===== src/design/xray_amplitude_restraint_energy_core_assert.svh =====
// assertion macros for the amplitude restraint energy core
// used by the top level only; empty bodies under SYNTHESIS
`ifndef XRAY_AMPLITUDE_RESTRAINT_ENERGY_CORE_ASSERT_SVH
`define XRAY_AMPLITUDE_RESTRAINT_ENERGY_CORE_ASSERT_SVH
`ifndef SYNTHESIS
`define XARE_ASSERT_SAME(lbl, ante, cons) \
  lbl: assert property (@(posedge clk) disable iff (!rst_n) (ante) |-> (cons)) \
    else $error("xare: assertion failed");
`define XARE_ASSERT_NEXT(lbl, ante, cons) \
  lbl: assert property (@(posedge clk) disable iff (!rst_n) (ante) |=> (cons)) \
    else $error("xare: assertion failed");
`else
`define XARE_ASSERT_SAME(lbl, ante, cons)
`define XARE_ASSERT_NEXT(lbl, ante, cons)
`endif
`endif


===== src/design/xare_pkg.sv =====
// shared types, codes and arithmetic helpers of the amplitude restraint core
// no dependencies; imported by xare_dp, xare_ctrl and the top level
package xare_pkg;

  localparam int AMP_FRAC_BITS_DEF = 16;
  localparam int CFG_IDX_W = 3;

  localparam logic [CFG_IDX_W-1:0] REG_MODE      = 3'd0;
  localparam logic [CFG_IDX_W-1:0] REG_SCALE_INS = 3'd1;
  localparam logic [CFG_IDX_W-1:0] REG_SCALE_AVG = 3'd2;
  localparam logic [CFG_IDX_W-1:0] REG_FORCE     = 3'd3;
  localparam logic [CFG_IDX_W-1:0] REG_MAX_RES   = 3'd4;

  localparam logic [1:0] MODE_INST = 2'd0;
  localparam logic [1:0] MODE_AVG  = 2'd1;
  localparam logic [1:0] MODE_BIQ  = 2'd2;
  localparam logic [1:0] MODE_NONE = 2'd3;

  localparam logic [63:0] SAT64   = 64'hFFFF_FFFF_FFFF_FFFF;
  localparam logic [63:0] ONE_Q32 = 64'h0000_0001_0000_0000;

  typedef enum logic [3:0] {
    OP_NONE, OP_LOAD, OP_MUL, OP_DIV, OP_W_ONE, OP_NF_ONE,
    OP_NS_ADD, OP_ES_ADD, OP_SMADD, OP_OUT
  } op_t;

  typedef enum logic [4:0] {
    SRC_FOBS, SRC_SIGMA, SRC_SI, SRC_SA, SRC_FCI, SRC_FCA, SRC_K, SRC_FCS,
    SRC_KI, SRC_KA, SRC_KQ, SRC_FC, SRC_NF, SRC_NS, SRC_ES, SRC_W, SRC_NW,
    SRC_T, SRC_U, SRC_T2, SRC_U2, SRC_X, SRC_Y, SRC_DM
  } src_t;

  typedef enum logic [3:0] {
    DST_X, DST_Y, DST_W, DST_NW, DST_T, DST_U, DST_T2, DST_U2,
    DST_NF, DST_DM, DST_DMT, DST_EN
  } dst_t;

  typedef enum logic [2:0] {
    SH_ZERO, SH_SQ, SH_32, SH_DIFF, SH_EN, SH_WT, SH_NF
  } sh_t;

  typedef struct packed {
    op_t  op;
    src_t a;
    src_t b;
    sh_t  sh;
    dst_t dst;
  } cmd_t;

  typedef struct packed {
    logic done;
    logic used;
    logic req;
    logic last;
    logic biq;
    logic sigma_zero;
    logic ns_zero;
    logic out_free;
  } stat_t;

  function automatic logic [63:0] sat_add(input logic [63:0] a, input logic [63:0] b);
    logic [64:0] s;
    s = {1'b0, a} + {1'b0, b};
    return s[64] ? SAT64 : s[63:0];
  endfunction

  // floor(p / 2^sh) or p * 2^-sh, saturating at 64 bits
  function automatic logic [63:0] scale_out(input logic [127:0] p, input int sh);
    logic [127:0] q;
    logic [63:0]  r;
    if (sh >= 0) begin
      q = p >> sh;
      r = (q[127:64] != '0) ? SAT64 : q[63:0];
    end else begin
      q = p << (-sh);
      r = ((p >> (64 + sh)) != '0) ? SAT64 : q[63:0];
    end
    return r;
  endfunction

endpackage


===== src/design/xare_ctrl.sv =====
// sequencer: walks one reflection through the shared multiplier and divider
// issues commands to xare_dp and waits on its status; depends on xare_pkg
module xare_ctrl
  import xare_pkg::*;
(
  input  logic  clk,
  input  logic  rst_n,
  input  logic  in_tvalid,
  output logic  in_tready,
  input  stat_t st,
  output cmd_t  cmd
);

  typedef enum logic [5:0] {
    S_IDLE, S_CHK, S_WSQ, S_WDIV, S_AF2, S_AF4, S_AWF, S_AADD, S_NSFIN, S_NFDIV,
    S_NW, S_KF, S_T2, S_E0, S_EA0, S_X, S_D,
    S_BTI, S_BTA, S_BT2, S_BU2, S_BA1, S_BA, S_BB1, S_BB, S_BS, S_BE1, S_BE,
    S_BEA, S_BD, S_F, S_EN, S_OUT
  } state_t;

  state_t state_r, state_nxt;
  logic   issued_r;
  logic   multi, adv;

  always_comb begin
    cmd       = '{OP_NONE, SRC_X, SRC_X, SH_32, DST_X};
    state_nxt = state_r;
    multi     = 1'b0;
    adv       = 1'b1;
    unique case (state_r)
      S_IDLE: begin
        adv       = in_tvalid;
        state_nxt = S_CHK;
        if (in_tvalid) cmd.op = OP_LOAD;
      end
      S_CHK: begin
        if (!st.used) begin
          if (st.req) state_nxt = st.last ? S_EN : S_OUT;
          else state_nxt = st.last ? S_NSFIN : S_IDLE;
        end else if (st.sigma_zero) begin
          cmd.op    = OP_W_ONE;
          state_nxt = st.req ? S_NW : S_AF2;
        end else begin
          state_nxt = S_WSQ;
        end
      end
      S_WSQ: begin
        multi = 1'b1; cmd.op = OP_MUL;
        cmd.a = SRC_SIGMA; cmd.b = SRC_SIGMA; cmd.sh = SH_ZERO; cmd.dst = DST_X;
        state_nxt = S_WDIV;
      end
      S_WDIV: begin
        multi = 1'b1; cmd.op = OP_DIV;
        cmd.b = SRC_X; cmd.sh = SH_WT; cmd.dst = DST_W;
        state_nxt = st.req ? S_NW : S_AF2;
      end
      S_AF2: begin
        multi = 1'b1; cmd.op = OP_MUL;
        cmd.a = SRC_FOBS; cmd.b = SRC_FOBS; cmd.sh = SH_SQ; cmd.dst = DST_X;
        state_nxt = st.biq ? S_AF4 : S_AWF;
      end
      S_AF4: begin
        multi = 1'b1; cmd.op = OP_MUL;
        cmd.a = SRC_X; cmd.b = SRC_X; cmd.sh = SH_32; cmd.dst = DST_X;
        state_nxt = S_AWF;
      end
      S_AWF: begin
        multi = 1'b1; cmd.op = OP_MUL;
        cmd.a = SRC_W; cmd.b = SRC_X; cmd.sh = SH_32; cmd.dst = DST_Y;
        state_nxt = S_AADD;
      end
      S_AADD: begin
        cmd.op    = OP_NS_ADD;
        state_nxt = st.last ? S_NSFIN : S_IDLE;
      end
      S_NSFIN: begin
        if (st.ns_zero) begin
          cmd.op    = OP_NF_ONE;
          state_nxt = S_IDLE;
        end else begin
          state_nxt = S_NFDIV;
        end
      end
      S_NFDIV: begin
        multi = 1'b1; cmd.op = OP_DIV;
        cmd.b = SRC_NS; cmd.sh = SH_NF; cmd.dst = DST_NF;
        state_nxt = S_IDLE;
      end
      S_NW: begin
        multi = 1'b1; cmd.op = OP_MUL;
        cmd.a = SRC_NF; cmd.b = SRC_W; cmd.sh = SH_32; cmd.dst = DST_NW;
        state_nxt = st.biq ? S_BTI : S_KF;
      end
      S_KF: begin
        multi = 1'b1; cmd.op = OP_MUL;
        cmd.a = SRC_K; cmd.b = SRC_FCS; cmd.sh = SH_SQ; cmd.dst = DST_T;
        state_nxt = S_T2;
      end
      S_T2: begin
        multi = 1'b1; cmd.op = OP_MUL;
        cmd.a = SRC_T; cmd.b = SRC_T; cmd.sh = SH_32; cmd.dst = DST_T2;
        state_nxt = S_E0;
      end
      S_E0: begin
        multi = 1'b1; cmd.op = OP_MUL;
        cmd.a = SRC_NW; cmd.b = SRC_T2; cmd.sh = SH_32; cmd.dst = DST_X;
        state_nxt = S_EA0;
      end
      S_EA0: begin
        cmd.op    = OP_ES_ADD;
        state_nxt = S_X;
      end
      S_X: begin
        multi = 1'b1; cmd.op = OP_MUL;
        cmd.a = SRC_NW; cmd.b = SRC_T; cmd.sh = SH_32; cmd.dst = DST_X;
        state_nxt = S_D;
      end
      S_D: begin
        multi = 1'b1; cmd.op = OP_MUL;
        cmd.a = SRC_X; cmd.b = SRC_KQ; cmd.sh = SH_32; cmd.dst = DST_DMT;
        state_nxt = S_F;
      end
      S_BTI: begin
        multi = 1'b1; cmd.op = OP_MUL;
        cmd.a = SRC_SI; cmd.b = SRC_FCI; cmd.sh = SH_SQ; cmd.dst = DST_T;
        state_nxt = S_BTA;
      end
      S_BTA: begin
        multi = 1'b1; cmd.op = OP_MUL;
        cmd.a = SRC_SA; cmd.b = SRC_FCA; cmd.sh = SH_SQ; cmd.dst = DST_U;
        state_nxt = S_BT2;
      end
      S_BT2: begin
        multi = 1'b1; cmd.op = OP_MUL;
        cmd.a = SRC_T; cmd.b = SRC_T; cmd.sh = SH_32; cmd.dst = DST_T2;
        state_nxt = S_BU2;
      end
      S_BU2: begin
        multi = 1'b1; cmd.op = OP_MUL;
        cmd.a = SRC_U; cmd.b = SRC_U; cmd.sh = SH_32; cmd.dst = DST_U2;
        state_nxt = S_BA1;
      end
      S_BA1: begin
        multi = 1'b1; cmd.op = OP_MUL;
        cmd.a = SRC_T; cmd.b = SRC_U2; cmd.sh = SH_32; cmd.dst = DST_X;
        state_nxt = S_BA;
      end
      S_BA: begin
        multi = 1'b1; cmd.op = OP_MUL;
        cmd.a = SRC_X; cmd.b = SRC_KI; cmd.sh = SH_32; cmd.dst = DST_X;
        state_nxt = S_BB1;
      end
      S_BB1: begin
        multi = 1'b1; cmd.op = OP_MUL;
        cmd.a = SRC_U; cmd.b = SRC_T2; cmd.sh = SH_32; cmd.dst = DST_Y;
        state_nxt = S_BB;
      end
      S_BB: begin
        multi = 1'b1; cmd.op = OP_MUL;
        cmd.a = SRC_Y; cmd.b = SRC_KA; cmd.sh = SH_32; cmd.dst = DST_Y;
        state_nxt = S_BS;
      end
      S_BS: begin
        cmd.op    = OP_SMADD;
        state_nxt = S_BE1;
      end
      S_BE1: begin
        multi = 1'b1; cmd.op = OP_MUL;
        cmd.a = SRC_T2; cmd.b = SRC_U2; cmd.sh = SH_32; cmd.dst = DST_X;
        state_nxt = S_BE;
      end
      S_BE: begin
        multi = 1'b1; cmd.op = OP_MUL;
        cmd.a = SRC_NW; cmd.b = SRC_X; cmd.sh = SH_32; cmd.dst = DST_X;
        state_nxt = S_BEA;
      end
      S_BEA: begin
        cmd.op    = OP_ES_ADD;
        state_nxt = S_BD;
      end
      S_BD: begin
        multi = 1'b1; cmd.op = OP_MUL;
        cmd.a = SRC_NW; cmd.b = SRC_DM; cmd.sh = SH_32; cmd.dst = DST_DM;
        state_nxt = S_F;
      end
      S_F: begin
        multi = 1'b1; cmd.op = OP_MUL;
        cmd.a = SRC_FC; cmd.b = SRC_DM; cmd.sh = SH_DIFF; cmd.dst = DST_DM;
        state_nxt = st.last ? S_EN : S_OUT;
      end
      S_EN: begin
        multi = 1'b1; cmd.op = OP_MUL;
        cmd.a = SRC_FC; cmd.b = SRC_ES; cmd.sh = SH_EN; cmd.dst = DST_EN;
        state_nxt = S_OUT;
      end
      S_OUT: begin
        adv       = st.out_free;
        state_nxt = S_IDLE;
        if (st.out_free) cmd.op = OP_OUT;
      end
      default: state_nxt = S_IDLE;
    endcase
    // a unit command goes out once, on the first cycle of its step
    if (multi && issued_r) cmd.op = OP_NONE;
  end

  always_ff @(posedge clk) begin
    if (!rst_n) begin
      state_r  <= S_IDLE;
      issued_r <= 1'b0;
    end else if (multi) begin
      if (!issued_r) begin
        issued_r <= 1'b1;
      end else if (st.done) begin
        issued_r <= 1'b0;
        state_r  <= state_nxt;
      end
    end else if (adv) begin
      state_r <= state_nxt;
    end
  end

  assign in_tready = (state_r == S_IDLE);

endmodule


===== config.mk =====
export PLATFORM = sky130hd
export DESIGN_NAME = xare_ctrl
export DESIGN_NICKNAME = d
export VERILOG_FILES = /design/src/design/xray_amplitude_restraint_energy_core_assert.svh /design/src/design/xare_pkg.sv /design/src/design/xare_ctrl.sv
export SDC_FILE = /design/constraint.sdc
export NUM_CORES = 1
export LEC_CHECK = 0
export ABC_AREA = 0
export BUFFER_PORTS_ARGS = -buffer_cell sky130_fd_sc_hd__buf_2
export CAP_MARGIN = 10
export CORE_UTILIZATION = 57
export DETAILED_ROUTE_END_ITERATION = 8
export GPL_ROUTABILITY_DRIVEN = 1
export PLACE_DENSITY_LB_ADDON = 0.12
export SYNTH_ARGS = -nofsm -noshare
export SYNTH_HDL_FRONTEND = slang
export SYNTH_SLANG_ARGS = --single-unit
export TNS_END_PERCENT = 1

===== constraint.sdc =====
create_clock -name clk -period 4.91 [get_ports clk]
set_input_delay 1.2275 -clock clk [delete_from_list [all_inputs] [get_ports clk]]
set_output_delay 1.2275 -clock clk [all_outputs]
set_load 0.01 [all_outputs]

**After elaboration in Yosys (flattened, before gate mapping)**

Cells that the tools add are included.

- Eq/ne operators: 34
- Muxes and demuxes: 27
- Reduce and logical (&&, ||, !) cells: 15

Operators by type and width:

| cell | count |
|---|---|
| case mux 12 bit (21 select lines) | 1 |
| case mux 6 bit (30 select lines) | 1 |
| == test 6 x 5 -> 1 bit, second input constant | 16 |
| case mux 5 bit (13 select lines) | 1 |
| == test 6 x 4 -> 1 bit, second input constant | 8 |
| 2-to-1 mux 6 bit | 7 |
| case mux 4 bit (9 select lines) | 1 |
| OR reduction 25 bit | 1 |
| == test 6 x 3 -> 1 bit, second input constant | 4 |
| 2-to-1 mux 4 bit | 6 |
| OR reduction 23 bit | 1 |
| OR reduction 2 bit | 7 |
| == test 6 x 2 -> 1 bit, second input constant | 2 |
| 2-to-1 mux 3 bit | 3 |
| == test 6 x 1 -> 1 bit, second input constant | 1 |
| == test 6 bit, second input constant | 1 |
| zero test 6 bit | 1 |
| 2-to-1 mux 5 bit | 1 |
| 2-to-1 mux 1 bit | 4 |
| != test 2 bit, second input constant | 2 |
| OR reduction 4 bit | 1 |
| AND reduction 3 bit | 1 |
| OR reduction 3 bit | 1 |
| 2-to-1 mux 2 bit | 1 |
| other kinds (3) | 3 |

- Flip-flop bits (word level): 7
- Input port bits: 11
- Output and inout bits: 22

**Longest topological paths before layout**

Gate-level depths: netlist (run 1).

- Depth in word-level cells: 7
- Gate-level depth with buffers: 9
- Mapped depth without buffers: 5

**Least setup slack after synthesis (run 1)**

Ideal clock, no wire load.

- Kind: in2out
- Start point: in st[1] (netlist bit)
- End point: out cmd[17] (netlist bit)
- Arrival time: 1.743 ns
- Data required time: 3.683 ns
- Setup slack: 1.939 ns
- Stages: 3
- Path buffers: 0
- Cells stage by stage: a32o_1 nand3_1 a32oi_1

RTL lines:

| what | line | source |
|---|---|---|
| start, declared | xare_ctrl.sv:10 | `input stat_t st,` |
| end, declared | xare_ctrl.sv:11 | `output cmd_t cmd` |

==> impl_metrics.yaml, run 1 <==
outcome:
  outcome: "complete, no violations"
global_route:
  grt_max_degree: 48
  antenna_found_initial: 0
  grt_pass1_wl_mm: 8.89
  grt_use_total_pct: 34.9
  grt_pass1_vias: 1734
  grt.overflow.total: 0
floorplan:
  design.core.area_sq_um: 2780
  rows: 19
  dieHeight_microns: 56.5
  initial_core_util_pct: 60.9
  io_pins: 33
  die_w_microns: 56.5
  dieArea_sq_um: 3190
worst_setup_path:
  required_ns: 3.68
  critPathArrivalTime_ns: 2.36
  regToRegStartpoint: "state_r[4]$_SDFFE_PN0P_"
  cp_max_fo: 47
  reg2reg_to: "state_r[3]$_SDFFE_PN0P_"
  startpoint: "state_r[2]$_SDFFE_PN0P_"
  cp-start-kind: "register"
  end_kind: "output pin"
  crit_type: "register to output pin"
  rrSetupSlack_ns: 2.44
  crit_end: "cmd[18]"
  r2r_cells: 6
placement:
  numPortBuffers: 32
  hpwl_mm: 3.93
  place_congestion: 1.04
sta:
  finalSetupTns_ns: 0
  drv_slew: 0
  worstMarginPinSlew_ns: 0.666
  period_minus_slack_ns: 3.59
  fin_crit_sh_pct: 73.1
  relSlewSlack_pct: 55.6
  timing_hold_violations_final: 0
  skew_ns: 0.00510
  setup_viol: 0
  fmax_mhz: 279
  grt_setup_unrepaired: "no"
clocking:
  post-cts-setup-buffers: 0
  hold_buffers: 0
  cts_resized: 0
  cts_root_buffer: "clkbuf_4"
  cts_buffer_depth: 2
  clkTransAtPathRegs_ns: 0.05
  cts_sinks: 7
  cts.htree.levels: 1
  cts_tree: "built"
  clock_latency_ns: 0.25
  numCtsBuffers: 3
layout:
  n_antenna_cell: 0
  drive_gt1_share_pct: 20.5
  nFillCells: 280
  finalNetCount: 290
  final_core_util_pct: 65.1
  area_growth_pct: 7.02
power:
  vdd_drop_max_mv: 0.528
  power_density_nw_per_um2: 620
  cellLeakagePower_nw: 0.672
yosys:
  synth_cell_types: 65
  synth_area_sq_um: 1690
  synthCells: 261
  synthFlopType: "dfxtp_1"
  seq_area_frac_synth_pct: 8.28
  ys_warn_count: 0
  async_reset_ff_share_pct: 0
  synth_seq_cells: 7
  synth_nets: 272
  synth.avg_cell_area_sq_um: 6.49
  synth_edf_count: 0
routing:
  antenna_left: 0
  drt_iter0_drc: 220
  drt_pass1_iterations: 7
  vias_per_cell: 7.10
  drc_errors: 0
  detail_route.wl_per_cell_microns: 17.9
  vias: 2194
  drt_wl_total_mm: 5.54
run:
  maxCapViolCount: 0
hold_path:
  hold_path.class: "register to register"
## flip-flops by register name, indices dropped and copies added (netlist names)
register and cells:
issued_r 1, state_r 6
## final cells by class
class	instances	area, sq um	area share (%)
Timing Repair Buffer	39	213	11.7
Multi-Input combinational cell	222	1370	75.7
Sequential cell	7	140	7.73
Inverter	6	22.5	1.24
Tap cell	31	38.8	2.14
Clock buffer	4	26.3	1.45
## cells in the final DEF, fill, tap and decap left out, types with 3 or more instances in the layout
cell type	synthesis	final
o21ai_1	6	6
a211oi_1	3	3
a221oi_1	3	3
a311oi_1	4	4
inv_1	3	3
a31oi_1	4	4
nand3_1	7	7
buf_2	13	32
nand2b_1	10	10
o21ai_0	26	26
xnor2_1	3	3
clkinv_1	3	3
clkbuf_4	0	3
o22ai_1	3	3
nand2_1	29	29
buf_4	4	7
dfxtp_1	7	7
nor3_1	4	4
nor2b_1	9	9
and2_1	6	6
o211ai_1	5	5
nand4_1	4	4
a21oi_1	25	25
nor2_1	19	19
a32oi_1	4	4
o31ai_1	4	4
## power breakdown
group / switching (W) / internal [W] / total (W)
Clock: 0.0000227 / 0.0000311 / 0.0000538
Sequential: 0.0000605 / 0.0000786 / 0.000139
Combinational: 0.000570 / 0.000360 / 0.000930
## through the flow
step / hold WS, ns / setup slack [ns] / cell area [sq um] / power, W / std cells
after floorplan: 0.507 / 1.94 / 1690 / 0.000848 / 261
after global placement: 0.538 / 1.64 / 1790 / 0.00104 / 305
after detailed placement: 0.540 / 1.62 / 1790 / 0.00104 / 305
after CTS: 0.551 / 1.34 / 1810 / 0.00109 / 309
after global routing: 0.585 / 1.11 / 1810 / 0.00121 / 309
final: 0.551 / 1.32 / 1810 / 0.00112 / 309
## critical path, cell delays in order (launching register included)
cell      delay, ns
dfxtp_1        0.30
buf_4          0.39
inv_1          0.30
o41ai_2        0.46
a311oi_1       0.14
a221oi_1       0.34
buf_2          0.17
## worst min-delay path by stage
stage / start / end / slack, ns / cells after the start
floorplan: issued_r$_SDFFE_PN0N_ / issued_r$_SDFFE_PN0N_ / 0.51 / 1
global placement: issued_r$_SDFFE_PN0N_ / issued_r$_SDFFE_PN0N_ / 0.54 / 1
detailed placement: issued_r$_SDFFE_PN0N_ / issued_r$_SDFFE_PN0N_ / 0.54 / 1
CTS: issued_r$_SDFFE_PN0N_ / issued_r$_SDFFE_PN0N_ / 0.55 / 1
global route: issued_r$_SDFFE_PN0N_ / issued_r$_SDFFE_PN0N_ / 0.59 / 1
finish: issued_r$_SDFFE_PN0N_ / issued_r$_SDFFE_PN0N_ / 0.55 / 1
## layer usage
metal | GRT usage (%) | part of all wire (%) | up-vias
met3 | 5.07 | 12 | 21
li1 | - | - | 1022
met4 | 9.06 | 2.2 | 0
met5 | 0 | 0 | -
met1 | 52.7 | 43 | 962
met2 | 50.9 | 43 | 189
## synth_stat cells (5+ instances only)
cell      instances  area (sq um)
nor2b_1           9          56.3
nand2b_1         10          62.6
o211ai_1          5          37.5
nand2_1          29           109
nor2_1           19          71.3
dfxtp_1           7           140
o21ai_1           6          30.0
a21oi_1          25           125
o21ai_0          26           130
and2_1            6          37.5
buf_2            13          65.1
nand3_1           7          35.0
## kinds of logic after synthesis
kind of cell / count (synthesis) / synth area share (%)
compound gates: 113 / 44.9
mux: 2 / 1.26
xor+xnor: 5 / 2.59
simple gates: 102 / 32.3
buf+inv: 32 / 10.7
flops: 7 / 8.28
Power figures use the tool's default switching activity.
==> run 2, diff against run 1 <==
ABC_AREA = 1   (was 0)
CORE_UTILIZATION = 50   (was 57)
clock period = 3.1 ns   (was 4.91 ns; I/O delays follow)
==> run 2 against run 1 <==
Against the previous run: core utilization decreased by 4.9 points; flip-flop and latch count unchanged; routed wire length shrank 8.8%; die area down 0.71%; via count fell by 6.5%; clock-buffer cell count stayed put; setup slack worse by 1.2 ns; clock skew decreased by 0.0035 ns; non-clock buffer count is 3 lower; clock power increased by 47%; sequential power up 26%; largest power group unchanged.
==> impl_metrics.yaml, run 2 <==
floorplan:
  die_w_microns: 56.3
  io_pins: 33
  initial_core_util_pct: 53.0
  dieHeight_microns: 56.3
  dieArea_sq_um: 3170
  design.core.area_sq_um: 2780
  rows: 19
placement:
  dp_cells: 349
  numPortBuffers: 32
  postPlaceCellArea_sq_um: 1640
  hpwl_mm: 4.04
  place_congestion: 0.966
layout:
  finalNetCount: 334
  mostFrequentLayoutCell: "nand2_1"
  regMostFlops: "state_r"
  nFillCells: 311
  stdcell_count: 353
  area_growth_pct: 13.7
  n_antenna_cell: 0
  drive_gt1_share_pct: 17.7
  final_core_util_pct: 60.2
  finish.instance_area_sq_um: 1680
  top_regs: "state_r: 6 flops, issued_r: 1 flops"
  largest_reg_flops: 6
  final_cell_mix: "82 x nand2_1, 50 x nand3_1, 43 x nor2_1, 33 x inv_1, 32 x buf_2"
global_route:
  grt_use_total_pct: 34.0
  grt.overflow.total: 0
  grt_pass1_wl_mm: 8.59
  grt_max_degree: 20
  grt_pass1_vias: 1846
  antenna_found_initial: 0
worst_setup_path:
  cp_cell_sequence: "inv_1, nor2_4, nand2_1, nand2_1, nor2_1, nand2_1, nor2_4, nand2_1, nor2_1, a22oi_1, buf_2"
  slowest_delay_ns: 0.36
  critPathBufInv: 2
  end_kind: "output pin"
  crit_type: "register to output pin"
  cp_top_family: "simple AND/OR/NAND/NOR gates"
  required_ns: 2.32
  cp_max_fo: 19
  cp-start-kind: "register"
  cpMaxStageDelayCell: "dfxtp_1"
  cpMostUsedCell: "nand2_1"
  critPathArrivalTime_ns: 2.20
clocking:
  clkTransAtPathRegs_ns: 0.05
  post-cts-setup-buffers: 0
  cts_tree: "built"
  clock_latency_ns: 0.24
  hold_buffers: 0
  cts_sinks: 7
  cts_resized: 0
  numCtsBuffers: 3
  cts.htree.levels: 1
  cts_root_buffer: "clkbuf_4"
  cts_buffer_depth: 2
routing:
  drt_iter0_drc: 160
  drt_pass1_iterations: 7
  detail_route.wl_per_cell_microns: 14.3
  drc_errors: 0
  antenna_left: 0
  vias: 2052
  drt_wl_total_mm: 5.05
  vias_per_cell: 5.81
yosys:
  synth_area_leader_cell: "nand2_1"
  ys_warn_count: 0
  synthTopCellsByCount: "82 x nand2_1, 51 x nand3_1, 44 x nor2_1, 33 x inv_1, 16 x nand4_1"
  synth_most_common_cell: "nand2_1"
  async_reset_ff_share_pct: 0
  seq_area_frac_synth_pct: 9.51
  synthCells: 289
  synth_top_area_share_pct: 20.9
  synth_area_sq_um: 1470
  synth.area.top_cells: "nand2_1 21%, nand3_1 17%, nor2_1 11%"
  synth_edf_count: 0
  synth_cell_types: 26
  synth.avg_cell_area_sq_um: 5.10
  synthFlopType: "dfxtp_1"
  synth_seq_cells: 7
  synth_nets: 300
power:
  finalPower_w: 0.00156
  cellLeakagePower_nw: 1.15
  power_density_nw_per_um2: 932
  vdd_drop_max_mv: 0.714
sta:
  skew_ns: 0.00165
  worstMarginPinSlew_ns: 0.587
  timing_hold_violations_final: 0
  setup_viol: 0
  grt_setup_unrepaired: "yes"
  fmax_mhz: 337
  fin_crit_sh_pct: 95.8
  drv_slew: 0
  period_minus_slack_ns: 2.97
  relSlewSlack_pct: 60.5
hold_path:
  hold_path.class: "register to register"
outcome:
  outcome: "complete, no violations"
run:
  maxCapViolCount: 0
run 2: cell count changes after synthesis, sizes merged, moves of 12 or more:
cell,delta
nand2,+56
a21oi,-20
buf,-16
inv,+33
nand4,+12
nor2,+33
nand3,+44
o21ai,-28
run 2: final timing paths:
path / startpoint / to / slack [ns] / cells past startpoint
worst max-delay path: state_r[4]$_SDFFE_PN0P_ / cmd[18] / 0.13 / 11
worst min-delay path: issued_r$_SDFFE_PN0N_ / issued_r$_SDFFE_PN0N_ / 0.51 / 2
worst max register to register: state_r[4]$_SDFFE_PN0P_ / state_r[1]$_SDFFE_PN0P_ / 1.07 / 11
worst min register to register: issued_r$_SDFFE_PN0N_ / issued_r$_SDFFE_PN0N_ / 0.51 / 2
run 2: report_power, final:
group          switching, W  internal, W
registers         0.0000500     0.000125
clock network     0.0000301    0.0000489
logic              0.000839     0.000469
run 2: metal layers:
metal | global-route usage (%) | wire length [microns] | share of wire [%] | vias to the layer above
met4 | 17.1 | 174 | 3.4 | 0
met1 | 46.0 | 2260 | 45 | 882
met5 | 0 | 0 | 0 | -
met2 | 53.2 | 2250 | 44 | 123
li1 | - | - | - | 1031
met3 | 3.69 | 362 | 7.2 | 16
run 2: stage by stage:
stage / hold slack, ns / worst slack, ns / TNS (ns)
final: 0.513 / 0.129 / 0
after global routing: 0.553 / -0.0111 / -0.0111
after global placement: 0.515 / 0.337 / 0
after floorplan: 0.486 / 0.785 / 0
after detailed placement: 0.513 / 0.340 / 0
after CTS: 0.520 / 0.0693 / 0
run 2: kinds of logic after synthesis:
| group | Yosys count | share of synthesized area, % |
|---|---|---|
| AO/OA/AOI/OAI | 21 | 8.74 |
| buffers and inverters | 43 | 13.3 |
| flip-flops | 7 | 9.51 |
| AND/OR/NAND/NOR | 218 | 68.4 |
run 2: worst min-delay path, cell delays in order (launching register included):
cell      delay [ns]
dfxtp_1         0.32
nand3_1         0.08
a21boi_1        0.06
run 2: final cells by class:
cell class / instances / area, sq um / area share (%)
Inverter: 36 / 135 / 8.07
Tap cell: 31 / 38.8 / 2.32
Sequential cell: 7 / 140 / 8.36
Timing Repair Buffer: 36 / 190 / 11.4
Multi-Input combinational cell: 239 / 1140 / 68.3
Clock buffer: 4 / 26.3 / 1.57
==> run 3, diff against run 2 <==
CORE_UTILIZATION = 57   (was 50)
CTS_BUF_LIST = sky130_fd_sc_hd__clkbuf_8   (was default)
clock period = 3.2 ns   (was 3.1 ns; I/O delays follow)
==> run 3 against run 2 <==
Against the previous run: sequential power about the same; register-to-register slack got worse by 0.05 ns; global-route usage increased by 3.9 points; worst hold slack improved by 0.0046 ns; setup slack improved by 0.069 ns; die area decreased by 12%; core utilization increased by 8.0 points; sequential share of layout area unchanged; routed wire length decreased by 2.1%; critical path type unchanged; clock-buffer cell count decreased by 1; first-iteration DRC count increased by 10%.
==> impl_metrics.yaml, run 3 (synthesis gave the netlist of run 2 again) <==
layout:
  area_growth_pct: 13.7
  n_antenna_cell: 0
  top_regs: "state_r: 6 flops, issued_r: 1 flops"
  final_core_util_pct: 68.2
  multi_input_area_sq_um: 1140
  mostFrequentLayoutCell: "nand2_1"
  finalNetCount: 332
  nFillCells: 248
  drive_gt1_share_pct: 16.9
  final_cell_mix: "82 x nand2_1, 50 x nand3_1, 44 x nor2_1, 34 x inv_1, 32 x buf_2"
  largest_reg_flops: 6
  seq_area_sq_um: 140
  regMostFlops: "state_r"
worst_setup_path:
  required_ns: 2.40
  end_kind: "output pin"
  cpMostUsedCell: "nor2_2"
  rrSetupSlack_ns: 1.02
  slowest_delay_ns: 0.49
  critPathArrivalTime_ns: 2.20
  r2r_cells: 10
  cpMaxStageDelayCell: "dfxtp_1"
  cp-start-kind: "register"
  cp_max_fo: 12
  cp_cell_sequence: "nor2_2, nand3_1, nand2_2, nor2_2, nand2_1, nor2_2, nand2_4, a22oi_1, buf_2"
  cp_top_family: "simple AND/OR/NAND/NOR gates"
  reg2reg_to: "state_r[4]$_SDFFE_PN0P_"
  crit_type: "register to output pin"
  critPathBufInv: 1
  regToRegStartpoint: "state_r[5]$_SDFFE_PN0P_"
clocking:
  numCtsBuffers: 3
  cts_sinks: 7
  post-cts-setup-buffers: 0
  cts_resized: 0
  cts_tree: "built"
  clock_latency_ns: 0.23
  cts.htree.levels: 1
  clkTransAtPathRegs_ns: 0.04
  cts_buffer_depth: 2
  hold_buffers: 0
  cts_root_buffer: "clkbuf_8"
global_route:
  antenna_found_initial: 0
  grt_max_degree: 20
  grt_pass1_wl_mm: 7.73
  grt.overflow.total: 0
  grt_pass1_vias: 1742
  grt_use_total_pct: 37.8
placement:
  hpwl_mm: 3.82
  pre_cts_ws_ns: 0.471
  numPortBuffers: 32
  place_congestion: 1.13
hold_path:
  hold_path.class: "register to register"
  hold_start: "issued_r$_SDFFE_PN0N_"
  whs_path_depth: 2
  min_to: "issued_r$_SDFFE_PN0N_"
power:
  vdd_drop_max_mv: 0.843
  cellLeakagePower_nw: 1.15
  power_density_nw_per_um2: 943
  finalPower_w: 0.00158
routing:
  drt_iter0_drc: 176
  vias_per_cell: 6.01
  drc_errors: 0
  drt_wl_total_mm: 4.94
  vias: 2102
  detail_route.wl_per_cell_microns: 14.1
  drt_pass1_iterations: 6
  antenna_left: 0
sta:
  relSlewSlack_pct: 66.0
  timing_hold_violations_final: 0
  period_minus_slack_ns: 3.00
  grt_setup_unrepaired: "no"
  skew_ns: 0.00311
  drv_slew: 0
  fin_ws_ns: 0.198
  setup_viol: 0
  fin_crit_sh_pct: 93.8
  worstMarginPinSlew_ns: 0.505
  finalSetupTns_ns: 0
  fmax_mhz: 333
floorplan:
  die_w_microns: 52.9
  dieHeight_microns: 52.9
  rows: 18
  dieArea_sq_um: 2790
  initial_core_util_pct: 60.0
  io_pins: 33
  design.core.area_sq_um: 2450
run:
  maxCapViolCount: 0
outcome:
  outcome: "complete, no violations"
==> run 3: layout make-up <==
class | instances | area share [%]
Multi-Input combinational cell | 239 | 68.2
Timing Repair Buffer | 34 | 10.5
Clock inverter | 1 | 0.224
Tap cell | 30 | 2.24
Inverter | 36 | 8.07
Clock buffer | 3 | 2.46
Sequential cell | 7 | 8.36
==> run 3: power by group <==
| group | switching, W | internal (W) |
|---|---|---|
| Sequential | 0.0000519 | 0.000121 |
| Clock | 0.0000395 | 0.0000830 |
| Combinational | 0.000836 | 0.000448 |
| Total | 0.000927 | 0.000652 |
==> run 3: worst max-delay path by stage <==
stage               cells after the start               startpoint  slack, ns       to
finish                                  9  state_r[5]$_SDFFE_PN0P_       0.20  cmd[18]
floorplan                              11  state_r[2]$_SDFFE_PN0P_       0.86  cmd[18]
CTS                                    10  state_r[1]$_SDFFE_PN0P_       0.22   cmd[9]
global route                           10  state_r[1]$_SDFFE_PN0P_       0.05   cmd[9]
detailed placement                     10  state_r[1]$_SDFFE_PN0P_       0.47   cmd[9]
global placement                        9  state_r[5]$_SDFFE_PN0P_       0.46  cmd[18]
==> run 3: per-layer routing <==
metal	vias up	routed length, microns	GRT usage (%)
met1	868	1860	45.7
li1	1032	-	-
met5	-	0	0
met4	0	274	23.2
met2	164	2260	62.2
met3	38	543	5.46
==> run 3: worst reg2reg max path: cells and delay by family, from the launching register on <==
family	cells	cell delay, ns
AND/OR/NAND/NOR	9	1.50
flip-flops	1	0.39
AO/OA/AOI/OAI	1	0.19
==> run 3: through the flow <==
| stage | cell area, sq um | cells | hold WS (ns) |
|---|---|---|---|
| after floorplan | 1470 | 289 | 0.486 |
| after global placement | 1630 | 346 | 0.518 |
| after detailed placement | 1630 | 346 | 0.516 |
| after CTS | 1670 | 350 | 0.522 |
| after global routing | 1680 | 350 | 0.564 |
| final | 1680 | 350 | 0.518 |
